`src/rtl/core/att_pkg.sv`:
```
// Package for accel_tilt_angles: widths, CORDIC angle table, limits.
// No dependencies.
package att_pkg;
  localparam int TableLen = 24;
  localparam int DataW = 36;
  localparam int AngW = 26;
  localparam logic signed [AngW-1:0] QuarterTurn = AngW'(90 * 65536);
  localparam logic signed [15:0] PitchLimit = 16'sd11520;
  localparam logic signed [15:0] RollLimit = 16'sd23040;
  localparam logic [29:0] InvGainQ30 = 30'd652032874;

  typedef struct packed {
    logic signed [DataW-1:0] x;
    logic signed [DataW-1:0] y;
    logic signed [AngW-1:0]  ang;
  } cordic_t;

  function automatic logic signed [AngW-1:0] atan_tab(input int i);
    logic [22:0] t;
    unique case (i)
      0: t = 23'd2949120; 1: t = 23'd1740967; 2: t = 23'd919879;
      3: t = 23'd466945;  4: t = 23'd234379;  5: t = 23'd117304;
      6: t = 23'd58666;   7: t = 23'd29335;   8: t = 23'd14668;
      9: t = 23'd7334;    10: t = 23'd3667;   11: t = 23'd1833;
      12: t = 23'd917;    13: t = 23'd458;    14: t = 23'd229;
      15: t = 23'd115;    16: t = 23'd57;     17: t = 23'd29;
      18: t = 23'd14;     19: t = 23'd7;      20: t = 23'd4;
      21: t = 23'd2;      22: t = 23'd1;      default: t = 23'd0;
    endcase
    return AngW'(signed'({1'b0, t}));
  endfunction

  function automatic cordic_t cordic_iter(input cordic_t c, input int i);
    cordic_t r;
    logic signed [DataW-1:0] dx;
    logic signed [DataW-1:0] dy;
    dx = c.y >>> i;
    dy = c.x >>> i;
    if (!c.y[DataW-1]) begin
      r.x = c.x + dx; r.y = c.y - dy; r.ang = c.ang + atan_tab(i);
    end else begin
      r.x = c.x - dx; r.y = c.y + dy; r.ang = c.ang - atan_tab(i);
    end
    return r;
  endfunction

  function automatic logic signed [15:0] to_out(input logic signed [AngW-1:0] a,
                                               input logic signed [15:0] lim);
    logic signed [AngW-1:0] r;
    r = (a + AngW'(256)) >>> 9;
    if (r > AngW'(lim)) r = AngW'(lim);
    else if (r < -AngW'(lim)) r = -AngW'(lim);
    return r[15:0];
  endfunction
endpackage

```
`src/rtl/core/att_front.sv`:
```
// Front end: accepts samples, classifies zero cases, pre-rotates into right half plane.
// Depends on att_pkg.
module att_front import att_pkg::*; (
  input  logic                    clk_i,
  input  logic                    rst_ni,
  input  logic                    in_valid_i,
  output logic                    in_ready_o,
  input  logic signed [15:0]      x_i,
  input  logic signed [15:0]      y_i,
  input  logic signed [15:0]      z_i,
  output logic                    f_valid_o,
  input  logic                    f_ready_i,
  output cordic_t                 f_c_o,
  output logic signed [15:0]      f_x_o,
  output logic                    f_allz_o,
  output logic                    f_yz0_o
);
  logic    valid_q;
  cordic_t c_q;
  logic signed [15:0] x_q;
  logic    allz_q, yz0_q;
  cordic_t c_d;
  logic signed [DataW-1:0] ys, zs;

  assign in_ready_o = !valid_q || f_ready_i;
  assign ys = DataW'(y_i) <<< 14;
  assign zs = DataW'(z_i) <<< 14;

  always_comb begin
    c_d.x = zs; c_d.y = ys; c_d.ang = '0;
    if (z_i[15]) begin
      if (!y_i[15]) begin
        c_d.x = ys; c_d.y = -zs; c_d.ang = QuarterTurn;
      end else begin
        c_d.x = -ys; c_d.y = zs; c_d.ang = -QuarterTurn;
      end
    end
  end

  always_ff @(posedge clk_i or negedge rst_ni) begin
    if (!rst_ni) valid_q <= 1'b0;
    else if (in_ready_o) valid_q <= in_valid_i;
  end

  always_ff @(posedge clk_i) begin
    if (in_ready_o && in_valid_i) begin
      c_q <= c_d; x_q <= x_i;
      yz0_q <= (y_i == '0) && (z_i == '0);
      allz_q <= (x_i == '0) && (y_i == '0) && (z_i == '0);
    end
  end

  assign f_valid_o = valid_q;
  assign f_c_o = c_q;
  assign f_x_o = x_q;
  assign f_allz_o = allz_q;
  assign f_yz0_o = yz0_q;
endmodule

```
`config.mk`:
```
export PLATFORM = sky130hd
export DESIGN_NAME = att_front
export DESIGN_NICKNAME = d
export VERILOG_FILES = /design/src/rtl/core/att_pkg.sv /design/src/rtl/core/att_front.sv
export SDC_FILE = /design/constraint.sdc
export NUM_CORES = 1
export LEC_CHECK = 0
export CORE_ASPECT_RATIO = 1.5
export CORE_MARGIN = 4
export CORE_UTILIZATION = 45
export DETAILED_ROUTE_END_ITERATION = 10
export DONT_BUFFER_PORTS = 1
export HOLD_SLACK_MARGIN = 0.03
export SLEW_MARGIN = 10
export SYNTH_ARGS = -nofsm -noshare
export SYNTH_HDL_FRONTEND = slang
export SYNTH_SLANG_ARGS = --single-unit
```
`constraint.sdc`:
```
create_clock -name clk_i -period 2.78 [get_ports clk_i]
set_clock_uncertainty 0.2 [all_clocks]
set_input_delay 0 -clock clk_i [delete_from_list [all_inputs] [get_ports clk_i]]
set_output_delay 0 -clock clk_i [all_outputs]
set_load 0.05 [all_outputs]
```
Word-level counts from Yosys, hierarchy flattened --
Index checks and enable logic that the tools add are counted.
Storage, ports and cells: bits in registers 117, input bits 52
Cells by class: add/subtract/negate cells 2, bitwise operators 1, reduce and logical (&&, ||, !) cells 11, mux-type cells 2
Operators with widths (number):
- $mux 91 | 2
- $neg 30->36 | 2
- $logic_not 16->1 | 3
- $logic_and 1x1->1 | 4
- $reduce_and 2->1 | 1
- $reduce_or 2->1 | 1
- $logic_not 1->1 | 1
- $logic_or 1x1->1 | 1
- $not 1->1 | 1

Logic depth before layout (Yosys ltp) --
depth after elaboration 3, gate-level depth with buffers 7, gate-level depth less buffers 6

Worst setup path after synthesis --
Ideal clock, no wire load.
path type register -> register, start point register valid_q, in the netlist f_valid_o, end point register allz_q, in the netlist f_allz_o (enable), data arrival time 2628 ps, period minus slack after synthesis 3256 ps, path slack -476 ps, setup time 427 ps, stages on the path, launching flop included 3, cells stage by stage dfrtp_1 nand2b_1 and2_1
Between the ends: word-level cells in the longest chain between the ends 3
Ends and longest elaborated chain:
- from (decl) | line att_front.sv:18 | logic valid_q;
- from (signal assigned) | line att_front.sv:42 | else if (in_ready_o) valid_q <= in_valid_i;
- $logic_not 1->1 | line att_front.sv:25 | assign in_ready_o = !valid_q || f_ready_i;
- $logic_or 1x1->1 | line att_front.sv:25
- named net in_ready_o | line att_front.sv:7 | output logic in_ready_o,
- $logic_and 1x1->1 | line att_front.sv:46 | if (in_ready_o && in_valid_i) begin
- to (signal assigned) | line att_front.sv:49 | allz_q <= (x_i == '0) && (y_i == '0) && (z_i == '0);
- to (decl) | line att_front.sv:21 | logic allz_q, yz0_q;
The timed path passes the listed nets, and every way through them passes these cells. A chain may end at the register's enable or synchronous reset.

==> flow_metrics.py <==
metrics = {
    "drt": {
        "antenna_left": 0,
        "vias": 2394,
        "vias_per_cell": 5.03,
        "routed_wl_um": 7740,
        "drt-initial-drc-count": 87,
        "drt_pass1_iterations": 4,
        "wl_per_cell_um": 16.3,
        "drc": 0,
    },
    "logic_synthesis": {
        "yosys_register_bits": 64,
        "synth-seq-area-share": 0.558,
        "ys_warn_count": 0,
        "synth_area_um2": 3440,
        "synth_cells": 299,
        "synth_cell_types": 42,
        "async_flop_share": 0.0156,
        "synth_edf_count": 63,
        "postSynthAreaPerCell_um2": 11.5,
        "synth_flop_cell": "edfxtp_1",
    },
    "clock_network": {
        "cts.sinks": 64,
        "clk_pin_slew_ns": 0.07,
        "ctsHtreeMaxLevel": 3,
        "cts_root_buf": "clkbuf_8",
        "tritoncts": "done",
        "cts_buffer_depth": 2,
        "postCtsSetupRepairBufs": 0,
        "clk_latency_ns": 0.33,
        "cts_inserted_buffers": 9,
    },
    "global_route": {
        "overflow": 0,
        "grt_max_degree": 64,
        "track_usage": 0.169,
        "grt_pass1_vias": 2222,
        "grt_antenna_before_repair": 0,
        "grt_pass1_wl_um": 11600,
    },
    "die": {
        "chipHeight_um": 115,
        "pin_count": 170,
        "die_area_um2": 9130,
        "row_count": 38,
        "die_w_um": 79.3,
        "start_util": 0.469,
        "fp.coreArea_um2": 7320,
    },
    "finish": {
        "layout_commonest_cell": "dlygate4sd3_1",
        "fillers": 633,
        "design_area_um2": 4340,
        "final_util": 0.593,
        "diodes": 0,
        "drive_gt1_frac": 0.0957,
        "most-common-layout-cells": "dlygate4sd3_1 (75), edfxtp_1 (63), conb_1 (51)",
        "nets": 426,
        "area_delta_synth_final_pct": 26.4,
    },
    "worst_setup_path": {
        "required_ns": 2.66,
        "crit_start": "z_i[0]",
        "critPathMaxFanout": 6,
        "end_kind": "flop",
        "arrival_ns": 2.47,
        "start_kind": "input port",
        "regToRegStartpoint": "f_valid_o$_DFFE_PN0N_",
        "critPathKind": "input port to flop",
    },
    "power": {
        "p_leak_nw": 1.63,
        "vdd_ir_drop_max_mv": 0.272,
        "switching_share": 0.321,
        "seqPwrFrac": 0.512,
        "clkPwrFrac": 0.308,
        "internal_power_w": 0.00179,
        "comb_power_share": 0.180,
        "power_density_nw_per_um2": 608,
        "p_sw_w": 0.000849,
    },
    "timing": {
        "min_period_over_period": 0.929,
        "finalSetupViolCount": 0,
        "worst_pin_slew_ns": 0.675,
        "relSlewSlack": 0.546,
        "finalHoldViolCount": 0,
        "rsz0062_at_grt": "false",
        "period_minus_slack_ns": 2.58,
        "hold_ws_ns": 0.0530,
        "drv_slew": 0,
        "fin_tns_setup_ns": 0,
        "postLayoutSetupSlackWorst_ns": 0.197,
        "fmax_ghz": 0.387,
    },
    "place": {
        "hpwlAfterDp_um": 5010,
        "dp_slack_ns": 0.800,
        "postPlaceCellArea_um2": 3350,
        "gp_congestion": 0.816,
        "port_buffers": 0,
    },
    "hold_path": {
        "hp-start": "z_i[12]",
        "hold_class": "input port to flop",
    },
    "run": {
        "drv_cap": 0,
    },
    "run_status": {
        "outcome": "completed",
    },
}
[power groups by stage]
| stage | registers [W] | clock network, W | logic (W) |
|---|---|---|---|
| 3_5_place_dp | 0.00137 | 0 | 0.000326 |
| 4_1_cts | 0.00135 | 0.000836 | 0.000470 |
| 3_3_place_gp | 0.00137 | 0 | 0.000324 |
| 6_report | 0.00135 | 0.000814 | 0.000475 |
| 5_1_grt | 0.00136 | 0.000886 | 0.000507 |
| 2_1_floorplan | 0.00138 | 0 | 0.000356 |
[synth_stat cells (5+ instances only)]
cell / number / area, um^2
edfxtp_1: 63 / 1890
buf_4: 53 / 398
nor2_1: 33 / 124
a21oi_1: 27 / 135
clkbuf_1: 15 / 56.3
xnor2_1: 12 / 105
xor2_1: 12 / 105
inv_1: 9 / 33.8
nor4_1: 7 / 43.8
a31oi_1: 5 / 31.3
nand2_1: 5 / 18.8
o31ai_1: 5 / 37.5
[what timing repair did]
action	in CTS	in global routing
endpoints found under the hold margin	59	0
resized for setup	0	1
setup endpoints to repair	0	1
hold buffers	77	0
[worst paths after layout]
kind / depth (start not counted) / end / slack, ns
max in group asynchronous: 2 / f_valid_o$_DFFE_PN0N_ / 2.07
min: 4 / f_allz_o$_DFFE_PP_ / 0.05
max: 8 / f_c_o[54]$_DFFE_PP_ / 0.20
min in group asynchronous: 2 / f_valid_o$_DFFE_PN0N_ / 0.21
max reg2reg: 4 / f_x_o[4]$_DFFE_PP_ / 0.80
min reg2reg: 4 / f_c_o[97]$_SDFFCE_PN0P_ / 1.37
[sequential cells by signal (all words and copies together), names as in the netlist]
signal / count
f_allz_o: 1
f_c_o: 45
f_valid_o: 1
f_x_o: 16
f_yz0_o: 1
[metal layers]
layer  wire length, um  share of wire  up-vias  global-route usage
met3               717          0.093       13              0.0619
met2              3980           0.51      132               0.289
met1              2880           0.37     1143               0.184
li1                  -              -     1106                   -
met5                 0              0        -                   0
met4               159          0.021        0              0.0791
[stage by stage]
stage          power (W)  cells
2_1_floorplan    0.00173    349
3_3_place_gp     0.00170    384
3_5_place_dp     0.00170    384
4_1_cts          0.00266    476
5_1_grt          0.00275    476
6_report         0.00264    476
[logic make-up after synthesis]
family	count (synthesis)	share of synthesized area
AOI/OAI and AO/OA	49	0.0943
xor gates and xnor gates	24	0.0612
adders and majority gates	2	0.00728
buffers and inverters	80	0.147
DFF	64	0.558
muxes	6	0.0189
other	1	0.00109
and+or+nand+nor	73	0.112
[critical path: stages]
cell           delay (ns)
dlygate4sd3_1        0.57
inv_1                0.10
ha_1                 0.19
nor4b_2              0.52
a41oi_1              0.22
xnor2_1              0.21
a21oi_1              0.09
dlygate4sd3_1        0.56
[area by class of cell]
type                       count  area (um^2)  area share
sequential                    64         1920       0.441
tap                          100          125      0.0288
timing repair buffer          83          861       0.198
clock inverter                 6         75.1      0.0173
multi-input combinational    205         1210       0.278
clock buffer                   9          124      0.0285
inverter                       9         33.8     0.00778
Note: power is estimated with default switching activity, not from simulation.
